--- src/sv/pcal_pkg.sv ---
// ============================================================================
// pcal_pkg - shared types and constants for the potentiometer range calibrator
// Item kinds, register map, channel types, lane status struct and the
// divide-by-200 helper used by the classifier.
// ============================================================================
`default_nettype none

package pcal_pkg;

    // item kinds carried in tuser
    localparam logic [1:0] KIND_START  = 2'd0;
    localparam logic [1:0] KIND_SAMPLE = 2'd1;
    localparam logic [1:0] KIND_FINISH = 2'd2;

    // register indexes (word address = paddr[3:2])
    localparam logic [1:0] REG_COEF  = 2'd0;
    localparam logic [1:0] REG_LIMIT = 2'd1;
    localparam logic [1:0] REG_EXP_A = 2'd2;
    localparam logic [1:0] REG_EXP_B = 2'd3;

    // register reset values
    localparam logic [15:0] COEF_RST  = 16'd6553;
    localparam logic [15:0] LIMIT_RST = 16'd4000;

    // channel types
    localparam logic [1:0] TYPE_DISABLED = 2'd0;
    localparam logic [1:0] TYPE_NORMAL   = 2'd1;
    localparam logic [1:0] TYPE_CENTRE   = 2'd2;
    localparam logic [1:0] TYPE_AUTO     = 2'd3;

    // tracker extremes
    localparam logic signed [15:0] TRACK_MAX = 16'sh7FFF;
    localparam logic signed [15:0] TRACK_MIN = 16'sh8000;

    // filter datapath widths
    localparam int D_W    = 21;   // difference term
    localparam int PROD_W = 38;   // difference times unsigned coefficient

    // saturation limits
    localparam logic [31:0] SAT_MAX = 32'h7FFF_FFFF;
    localparam logic [31:0] SAT_MIN = 32'h8000_0000;

    // divide by 200: multiply by ceil(2^20/200), exact for magnitudes <= 32768
    localparam logic [12:0] RECIP_200   = 13'd5243;
    localparam int          RECIP_SHIFT = 20;

    // output word width: two channels of 2+1+3*16 bits, padded to bytes
    localparam int OUT_W = 104;

    typedef struct packed {
        logic signed [15:0] low;
        logic signed [15:0] mid;
        logic signed [15:0] high;
    } t_lane_stat;

    // quotient of v / 200, truncated toward zero
    function automatic logic signed [8:0] div200(input logic signed [15:0] v);
        logic [15:0] mag;
        logic [28:0] prod;
        logic [8:0]  q;
        mag  = v[15] ? (~v + 16'd1) : v;
        prod = 29'(mag) * 29'(RECIP_200);
        q    = 9'(prod >> RECIP_SHIFT);
        return v[15] ? -$signed(q) : $signed(q);
    endfunction

endpackage

`default_nettype wire

--- src/sv/pcal_lane.sv ---
// ============================================================================
// pcal_lane - one calibration channel
// Q16.16 first-order low-pass with saturation, then centre / min / max
// tracking of the integer part. One step per cycle.
// ============================================================================
`default_nettype none

module pcal_lane #(
    parameter int ADC_BITS = 12
) (
    input  wire logic                   i_clk,
    input  wire logic                   i_rst_n,
    input  wire logic                   i_seed,
    input  wire logic                   i_step,
    input  wire logic [ADC_BITS-1:0]    i_sample,
    input  wire logic [15:0]            i_coef,
    output pcal_pkg::t_lane_stat        o_stat
);
    import pcal_pkg::*;

    logic signed [31:0]     r_filt, n_filt;
    logic signed [15:0]     r_low, n_low;
    logic signed [15:0]     r_high, n_high;
    logic signed [15:0]     r_mid, n_mid;

    logic signed [D_W-1:0]    w_diff;
    logic signed [PROD_W-1:0] w_prod;
    logic signed [33:0]       w_tap;
    logic signed [31:0]       w_tsat;
    logic signed [32:0]       w_sum;
    logic signed [31:0]       w_ynew;
    logic signed [15:0]       w_cen;

    // filter step: d = 16*u - floor(y/4096); t = sat(floor(d*coef/16)); y = sat(y+t)
    always_comb begin
        w_diff = $signed({{(D_W-ADC_BITS-4){1'b0}}, i_sample, 4'b0000})
               - $signed({r_filt[31], r_filt[31:12]});
        w_prod = w_diff * $signed({1'b0, i_coef});
        w_tap  = w_prod[PROD_W-1:4];
        if (w_tap[33:31] == 3'b000 || w_tap[33:31] == 3'b111) begin
            w_tsat = w_tap[31:0];
        end else begin
            w_tsat = w_tap[33] ? SAT_MIN : SAT_MAX;
        end
        w_sum = {r_filt[31], r_filt} + {w_tsat[31], w_tsat};
        if (w_sum[32] == w_sum[31]) begin
            w_ynew = w_sum[31:0];
        end else begin
            w_ynew = w_sum[32] ? SAT_MIN : SAT_MAX;
        end
        w_cen = w_ynew[31:16];
    end

    // next state
    always_comb begin
        n_filt = r_filt;
        n_low  = r_low;
        n_high = r_high;
        n_mid  = r_mid;
        if (i_seed) begin
            n_filt = {{(16-ADC_BITS){1'b0}}, i_sample, 16'h0000};
            n_low  = TRACK_MAX;
            n_high = TRACK_MIN;
            n_mid  = 16'sd0;
        end else if (i_step) begin
            n_filt = w_ynew;
            n_mid  = w_cen;
            if (w_cen < r_low) begin
                n_low = w_cen;
            end
            if (w_cen > r_high) begin
                n_high = w_cen;
            end
        end
    end

    always_ff @(posedge i_clk) begin
        if (!i_rst_n) begin
            r_filt <= 32'sd0;
            r_low  <= TRACK_MAX;
            r_high <= TRACK_MIN;
            r_mid  <= 16'sd0;
        end else begin
            r_filt <= n_filt;
            r_low  <= n_low;
            r_high <= n_high;
            r_mid  <= n_mid;
        end
    end

    assign o_stat.low  = r_low;
    assign o_stat.mid  = r_mid;
    assign o_stat.high = r_high;

endmodule

`default_nettype wire

--- src/sv/pcal_merge.sv ---
// ============================================================================
// pcal_merge - classification and result register
// Classifies both lanes by truncating division by 200, checks each against
// its expected type and packs the result word into the output register.
// ============================================================================
`default_nettype none

module pcal_merge (
    input  wire logic                       i_clk,
    input  wire logic                       i_rst_n,
    input  wire logic                       i_valid,
    input  wire pcal_pkg::t_lane_stat       i_stat_a,
    input  wire pcal_pkg::t_lane_stat       i_stat_b,
    input  wire logic [1:0]                 i_exp_a,
    input  wire logic [1:0]                 i_exp_b,
    input  wire logic                       i_m_tready,
    output logic                            o_take,
    output logic                            o_m_tvalid,
    output logic [pcal_pkg::OUT_W-1:0]      o_m_tdata
);
    import pcal_pkg::*;

    logic                r_valid, n_valid;
    logic [OUT_W-1:0]    r_data;
    logic [1:0]          w_type_a, w_type_b;
    logic                w_ok_a, w_ok_b;
    logic                w_free;

    // raw type of one channel
    function automatic logic [1:0] classify(input t_lane_stat s);
        logic signed [8:0] qmin;
        logic signed [8:0] qmid;
        logic signed [8:0] qmax;
        qmin = div200(s.low);
        qmid = div200(s.mid);
        qmax = div200(s.high);
        if (qmin == qmax || qmid == qmax || s.low > s.high || s.mid > s.high) begin
            return TYPE_DISABLED;
        end
        return (qmin == qmid) ? TYPE_NORMAL : TYPE_CENTRE;
    endfunction

    // check against expected type
    always_comb begin
        w_type_a = classify(i_stat_a);
        w_type_b = classify(i_stat_b);
        w_ok_a   = (w_type_a == i_exp_a) || (i_exp_a == TYPE_AUTO);
        w_ok_b   = (w_type_b == i_exp_b) || (i_exp_b == TYPE_AUTO);
    end

    // output register handshake
    assign w_free = !r_valid || i_m_tready;
    assign o_take = i_valid && w_free;

    always_comb begin
        n_valid = r_valid;
        if (w_free) begin
            n_valid = i_valid;
        end
    end

    always_ff @(posedge i_clk) begin
        if (!i_rst_n) begin
            r_valid <= 1'b0;
        end else begin
            r_valid <= n_valid;
        end
    end

    // payload, highest field first
    always_ff @(posedge i_clk) begin
        if (o_take) begin
            r_data <= {2'b00,
                       i_stat_b.high, i_stat_b.mid, i_stat_b.low,
                       w_ok_b, (w_ok_b ? w_type_b : TYPE_DISABLED),
                       i_stat_a.high, i_stat_a.mid, i_stat_a.low,
                       w_ok_a, (w_ok_a ? w_type_a : TYPE_DISABLED)};
        end
    end

    assign o_m_tvalid = r_valid;
    assign o_m_tdata  = r_data;

endmodule

`default_nettype wire

--- src/sv/pot_range_calibrator.sv ---
// ============================================================================
// pot_range_calibrator - two-channel potentiometer range calibration
// Low-pass filters two ADC channels side by side, tracks centre and extremes
// and reports type and acceptance of each channel when calibration ends.
// ============================================================================
// Takes one word per clock while o_s_tready is high. A start word (tuser 0)
// seeds both filters and arms the block; sample words (tuser 1) run one
// filter step per channel; a finish word (tuser 2) or the sample that reaches
// sample_limit emits one result word and disarms. Sample and finish words
// while idle, and tuser 3, are consumed without effect. Each channel lane
// does its saturating multiply-add filter step and min/max update
// combinationally, which sets the rate of one word per cycle; the result
// passes the classifier stage and output registers. Input is held off only
// while a result waits both in the classifier stage and in the output
// register. Registers (APB, 4-byte spaced): 0 filter_coef, 1 sample_limit,
// 2 expected_type_a, 3 expected_type_b; write them only while idle.
// ============================================================================
`default_nettype none

module pot_range_calibrator #(
    parameter int ADC_BITS = 12
) (
    input  wire logic                                   i_clk,
    input  wire logic                                   i_rst_n,
    // slave stream
    input  wire logic                                   i_s_tvalid,
    output logic                                        o_s_tready,
    // [ADC_BITS-1:0] sample_a, [2*ADC_BITS-1:ADC_BITS] sample_b, zero pad
    input  wire logic [((2*ADC_BITS+7)/8)*8-1:0]        i_s_tdata,
    // [1:0] kind
    input  wire logic [1:0]                             i_s_tuser,
    // master stream
    output logic                                        o_m_tvalid,
    input  wire logic                                   i_m_tready,
    // [1:0] type_a, [2] accepted_a, [18:3] lowest_a, [34:19] centre_a,
    // [50:35] highest_a, [52:51] type_b, [53] accepted_b, [69:54] lowest_b,
    // [85:70] centre_b, [101:86] highest_b, [103:102] zero
    output logic [pcal_pkg::OUT_W-1:0]                  o_m_tdata,
    // configuration
    input  wire logic                                   psel,
    input  wire logic                                   penable,
    input  wire logic                                   pwrite,
    input  wire logic [3:0]                             paddr,
    input  wire logic [31:0]                            pwdata,
    output logic [31:0]                                 prdata,
    output logic                                        pready
);
    import pcal_pkg::*;

    // configuration registers
    logic [15:0]    r_coef;
    logic [15:0]    r_limit;
    logic [1:0]     r_exp_a;
    logic [1:0]     r_exp_b;
    logic           w_wr;

    assign pready = 1'b1;
    assign w_wr   = psel && penable && pwrite && pready;

    always_ff @(posedge i_clk) begin
        if (!i_rst_n) begin
            r_coef  <= COEF_RST;
            r_limit <= LIMIT_RST;
            r_exp_a <= TYPE_AUTO;
            r_exp_b <= TYPE_AUTO;
        end else if (w_wr) begin
            case (paddr[3:2])
                REG_COEF:  r_coef  <= pwdata[15:0];
                REG_LIMIT: r_limit <= pwdata[15:0];
                REG_EXP_A: r_exp_a <= pwdata[1:0];
                REG_EXP_B: r_exp_b <= pwdata[1:0];
                default:   ;
            endcase
        end
    end

    always_comb begin
        case (paddr[3:2])
            REG_COEF:  prdata = {16'h0000, r_coef};
            REG_LIMIT: prdata = {16'h0000, r_limit};
            REG_EXP_A: prdata = {30'h0, r_exp_a};
            REG_EXP_B: prdata = {30'h0, r_exp_b};
            default:   prdata = 32'h0;
        endcase
    end

    // sequencing state
    logic           r_running, n_running;
    logic [15:0]    r_samples, n_samples;
    logic           r_emit_v, n_emit_v;
    logic           w_accept;
    logic           w_seed;
    logic           w_step;
    logic           w_emit;
    logic           w_take;
    logic [15:0]    w_count;

    assign w_accept = i_s_tvalid && o_s_tready;
    assign w_count  = r_samples + 16'd1;

    always_comb begin
        w_seed    = 1'b0;
        w_step    = 1'b0;
        w_emit    = 1'b0;
        n_running = r_running;
        n_samples = r_samples;
        if (w_accept) begin
            case (i_s_tuser)
                KIND_START: begin
                    w_seed    = 1'b1;
                    n_running = 1'b1;
                    n_samples = 16'd0;
                end
                KIND_SAMPLE: begin
                    if (r_running) begin
                        w_step    = 1'b1;
                        n_samples = w_count;
                        if (w_count >= r_limit) begin
                            w_emit    = 1'b1;
                            n_running = 1'b0;
                        end
                    end
                end
                KIND_FINISH: begin
                    if (r_running) begin
                        w_emit    = 1'b1;
                        n_running = 1'b0;
                    end
                end
                default: ;
            endcase
        end
    end

    // lane state must not move while a result waits in the classifier stage
    assign o_s_tready = !r_emit_v || w_take;

    always_comb begin
        n_emit_v = r_emit_v;
        if (w_take) begin
            n_emit_v = 1'b0;
        end
        if (w_emit) begin
            n_emit_v = 1'b1;
        end
    end

    always_ff @(posedge i_clk) begin
        if (!i_rst_n) begin
            r_running <= 1'b0;
            r_samples <= 16'd0;
            r_emit_v  <= 1'b0;
        end else begin
            r_running <= n_running;
            r_samples <= n_samples;
            r_emit_v  <= n_emit_v;
        end
    end

    // channel lanes
    t_lane_stat     w_stat_a;
    t_lane_stat     w_stat_b;

    pcal_lane #(
        .ADC_BITS   (ADC_BITS)
    ) u_lane_a (
        .i_clk      (i_clk),
        .i_rst_n    (i_rst_n),
        .i_seed     (w_seed),
        .i_step     (w_step),
        .i_sample   (i_s_tdata[ADC_BITS-1:0]),
        .i_coef     (r_coef),
        .o_stat     (w_stat_a)
    );

    pcal_lane #(
        .ADC_BITS   (ADC_BITS)
    ) u_lane_b (
        .i_clk      (i_clk),
        .i_rst_n    (i_rst_n),
        .i_seed     (w_seed),
        .i_step     (w_step),
        .i_sample   (i_s_tdata[2*ADC_BITS-1:ADC_BITS]),
        .i_coef     (r_coef),
        .o_stat     (w_stat_b)
    );

    // classifier and result register
    pcal_merge u_merge (
        .i_clk      (i_clk),
        .i_rst_n    (i_rst_n),
        .i_valid    (r_emit_v),
        .i_stat_a   (w_stat_a),
        .i_stat_b   (w_stat_b),
        .i_exp_a    (r_exp_a),
        .i_exp_b    (r_exp_b),
        .i_m_tready (i_m_tready),
        .o_take     (w_take),
        .o_m_tvalid (o_m_tvalid),
        .o_m_tdata  (o_m_tdata)
    );

    // checks
    a_hold_when_full: assert property (@(posedge i_clk) disable iff (!i_rst_n)
        (r_emit_v && o_m_tvalid && !i_m_tready) |-> !o_s_tready)
        else $error("input taken while classifier stage is blocked");

    a_stage_to_out: assert property (@(posedge i_clk) disable iff (!i_rst_n)
        r_emit_v |=> o_m_tvalid)
        else $error("classifier result did not reach output register");

    a_emit_disarms: assert property (@(posedge i_clk) disable iff (!i_rst_n)
        w_emit |=> (!r_running && r_emit_v))
        else $error("emitting word left block armed or result lost");

    a_reset_clear: assert property (@(posedge i_clk)
        !i_rst_n |=> (!o_m_tvalid && !r_emit_v && !r_running))
        else $error("control state not cleared by reset");

endmodule

`default_nettype wire
--- config.mk ---
export PLATFORM = sky130hd
export DESIGN_NAME = pot_range_calibrator
export DESIGN_NICKNAME = d
export VERILOG_FILES = /design/src/sv/pcal_pkg.sv /design/src/sv/pcal_lane.sv /design/src/sv/pcal_merge.sv /design/src/sv/pot_range_calibrator.sv
export SDC_FILE = /design/constraint.sdc
export NUM_CORES = 2
export LEC_CHECK = 0
export ABC_AREA = 1
export BUFFER_PORTS_ARGS = -buffer_cell sky130_fd_sc_hd__buf_4
export CORE_MARGIN = 2
export CORE_UTILIZATION = 60
export CTS_CLUSTER_DIAMETER = 200
export DETAILED_ROUTE_END_ITERATION = 8
export MAX_ROUTING_LAYER = met4
export PLACE_DENSITY = 0.79
export SLEW_MARGIN = 20
export SYNTH_ARGS = -nofsm -noshare
export SYNTH_HDL_FRONTEND = slang
export SYNTH_SLANG_ARGS = --single-unit
--- constraint.sdc ---
create_clock -name i_clk -period 13.07 [get_ports i_clk]
set_input_delay 1.307 -clock i_clk [delete_from_list [all_inputs] [get_ports i_clk]]
set_output_delay 1.307 -clock i_clk [all_outputs]
set_load 0.005 [all_outputs]
==> flow_metrics.env <==
export IMPL_critPathMostFrequentCell="nand2_1"
export IMPL_hold_ws_ps=437.9
export IMPL_grt_max_degree=58
export IMPL_maxCapViolations=0
export IMPL_finClkSkew_ps=32.32
export IMPL_area_delta_synth_final_pct=12.41
export IMPL_wire_per_inst_um=17.82
export IMPL_htree_levels=2
export IMPL_drc=0
export IMPL_design_area_mm2=0.08485
export IMPL_rsz0062_at_grt="true"
export IMPL_vias_per_cell=5.424
export IMPL_wl_mm=218.4
export IMPL_tightest_slew_ps=1123
export IMPL_cpMaxStageDelayCell="fa_1"
export IMPL_ys_seq_elements=309
export IMPL_layout_min_cycle_time_ps=12640
export IMPL_startpoint_type="input port"
export IMPL_wl_met1_mm=92.01
export IMPL_crit_fanout=26
export IMPL_vias=66480
export IMPL_finalCritPeriodShare_pct=96.70
export IMPL_cts_sinks=309
export IMPL_timing_rr_end="u_lane_a.r_high[11]"
export IMPL_clkSlewWorstSetupHoldPaths_ps=60
export IMPL_drtIter0Drc=5358
export IMPL_hold_path_class="reg2reg"
export IMPL_syn_area_per_cell_um2=7.553
export IMPL_place_inst=12150
export IMPL_place_area_mm2=0.08212
export IMPL_grt_usage_pct=34.88
export IMPL_hpwlAfterDp_mm=184.1
export IMPL_initial_utilization_pct=60.27
export IMPL_critPathCaptureType="register"
export IMPL_reg2regPathDepth=67
export IMPL_critical_path_class="in2reg"
export IMPL_synth_seq_area_share_pct=9.548
export IMPL_critPathBufInv=15
export IMPL_fp_dieW_um=358.7
export IMPL_largest_reg_flops=102
export IMPL_cts_inserted_buffers=37
export IMPL_max_slew_margin_rel_pct=25.08
export IMPL_root_buffer="clkbuf_16"
export IMPL_synth_edf_count=102
export IMPL_synth_top_area_share_pct=29.39
export IMPL_synth_distinct_cells=66
export IMPL_drive_gt1_share_pct=11.03
export IMPL_design_core_area_mm2=0.1252
export IMPL_hold_end="u_merge.o_m_tdata[41]"
export IMPL_required_ps=13570
export IMPL_antenna_found_initial=5
export IMPL_synth_top_cell_by_area="fa_1"
export IMPL_final_hold_violation_count=0
export IMPL_async_flop_share_pct=0
export IMPL_timing_rr_start="u_lane_a.r_filt[12]"
export IMPL_synth_commonest_cells="inv_1 (2515), nand2_1 (2248), fa_1 (1108)"
export IMPL_regArea_mm2=0.007207
export IMPL_hold_buffers=0
export IMPL_port_buffer_count=170
export IMPL_synthCells=9994
export IMPL_worstPathArrival_ps=13140
export IMPL_final_max_slew_violation_count=0
export IMPL_fillers=10360
export IMPL_top_layer_used="met4"
export IMPL_final_cells=12260
export IMPL_die_area_mm2=0.1287
export IMPL_gr_total_overflow=0
export IMPL_cts_buffer_depth=3
export IMPL_grt_pass1_wl_mm=343.9
export IMPL_first_global_vias=66060
export IMPL_synthTopCellsByArea="fa_1 (29%), ha_1 (18%), inv_1 (13%)"
export IMPL_die_height_um=358.7
export IMPL_nets=12810
export IMPL_cts_tree="built"
export IMPL_io_pin_count=208
export IMPL_multi_input_area_mm2=0.05892
export IMPL_yosysMostFrequentCell="inv_1"
export IMPL_critical_path_top_delay_family="adder cells"
export IMPL_status="complete, no violations"
export IMPL_ant_nets=0
export IMPL_num_rows=130
export IMPL_place_congestion=0.9930
export IMPL_hp_start="u_lane_a.r_high[6]"
export IMPL_met2WireLength_mm=97.56
export IMPL_clk_latency_ps=610
export IMPL_fin_setup_tns_ps=0
export IMPL_synth_area_mm2=0.07548
export IMPL_finalSetupViolCount=0
export IMPL_drt_pre_antenna_iters=6
export IMPL_routed_wl_met3_mm=19.99
export IMPL_rrSetupSlack_ps=750
export IMPL_worst_path_largest_cell_delay_ps=530
export IMPL_min_path_cells=0
export IMPL_synthFlopType="dfxtp_1"
export IMPL_synth_warnings=0
export IMPL_fmax_ghz=0.07912
==> how the worst max path moves through the flow <==
| stage | cells after the start | to | from | slack (ps) |
|---|---|---|---|---|
| 2_1_floorplan | 70 | u_lane_b.r_high[8] | i_s_tdata[13] | 330 |
| 3_3_place_gp | 70 | u_lane_b.r_high[8] | i_s_tdata[13] | -250 |
| 3_5_place_dp | 67 | u_lane_a.r_high[12] | i_s_tdata[0] | -410 |
| 4_1_cts | 69 | u_lane_b.r_high[5] | i_s_tdata[13] | 110 |
| 5_1_grt | 70 | u_lane_a.r_high[10] | i_s_tdata[0] | -170 |
| 6_report | 68 | u_lane_a.r_high[11] | i_s_tdata[0] | 430 |
==> metrics by stage <==
stage               util (%)  setup WS, ps
detailed placement     65.57        -412.3
floorplan                  -         329.9
finish                 67.75         430.8
global route           67.75        -169.8
global placement       65.57        -254.9
CTS                    66.61         112.5
==> per-layer routing <==
layer / GRT usage (%) / vias up
met5: - / -
met4: 11.91 / 0
met3: 6.497 / 514
met2: 52.95 / 2635
met1: 46.97 / 31890
li1: - / 31440
==> worst register-to-register path, delay by kind of cell (launching register included) <==
kind / cells / cell delay, ps
XOR/XNOR: 1 / 150
adder cells (fa/ha/maj): 10 / 4220
buffers and inverters: 15 / 1880
flip-flops: 1 / 370
AND/OR/NAND/NOR: 24 / 2400
AO/OA/AOI/OAI: 17 / 3200
==> repair_timing <==
item / 4_1_cts / 5_1_grt
setup endpoints to repair: 0 / 64
gates resized for setup: 0 / 252
setup buffers: 0 / 23
==> cells in the final DEF (no fill, tap or decap), drive strengths merged, types with 7 or more instances in the layout <==
master and count:
dfxtp 207, conb 19, o21bai 29, nand2 2295, xor2 188, nor3 73, a211oi 32, clkbuf 57
buf 719, xnor2 91, nand3 325, a221oi 10, fa 1108, a21oi 478, a21boi 7, inv 2543
clkinv 23, o21ai 234, diode 9, o21a 12, nor2 690, nand4 78, o31ai 9, nor4 13
a21o 12, edfxtp 102, o211ai 49, ha 1061, o221ai 7, o22ai 14, or2 46, a31oi 19
nand3b 19
==> cell type report <==
cell class | instances | area share [%]
Multi-Input combinational cell | 6942 | 69.44
Sequential cell | 309 | 8.494
Clock inverter | 15 | 0.1976
Timing Repair Buffer | 723 | 6.742
Inverter | 2556 | 11.33
Tap cell | 1650 | 2.433
Antenna cell | 9 | 0.02654
Clock buffer | 53 | 1.339
==> cell families (layout without fill, tap and decap cells) <==
group                      count (synthesis)  in the layout  synth area share, %
and+or+nand+nor                         3549           3549                19.34
buffers and inverters                   2760           3347                13.91
xor gates and xnor gates                 279            279                3.257
AOI/OAI and AO/OA                        926            926                6.962
other                                      2             28             0.009949
adders and majority gates               2169           2169                46.97
DFF                                      309            309                9.548
Power is not shown: default switching activity piles up to over one toggle a cycle in this logic, so the estimate is an artifact.
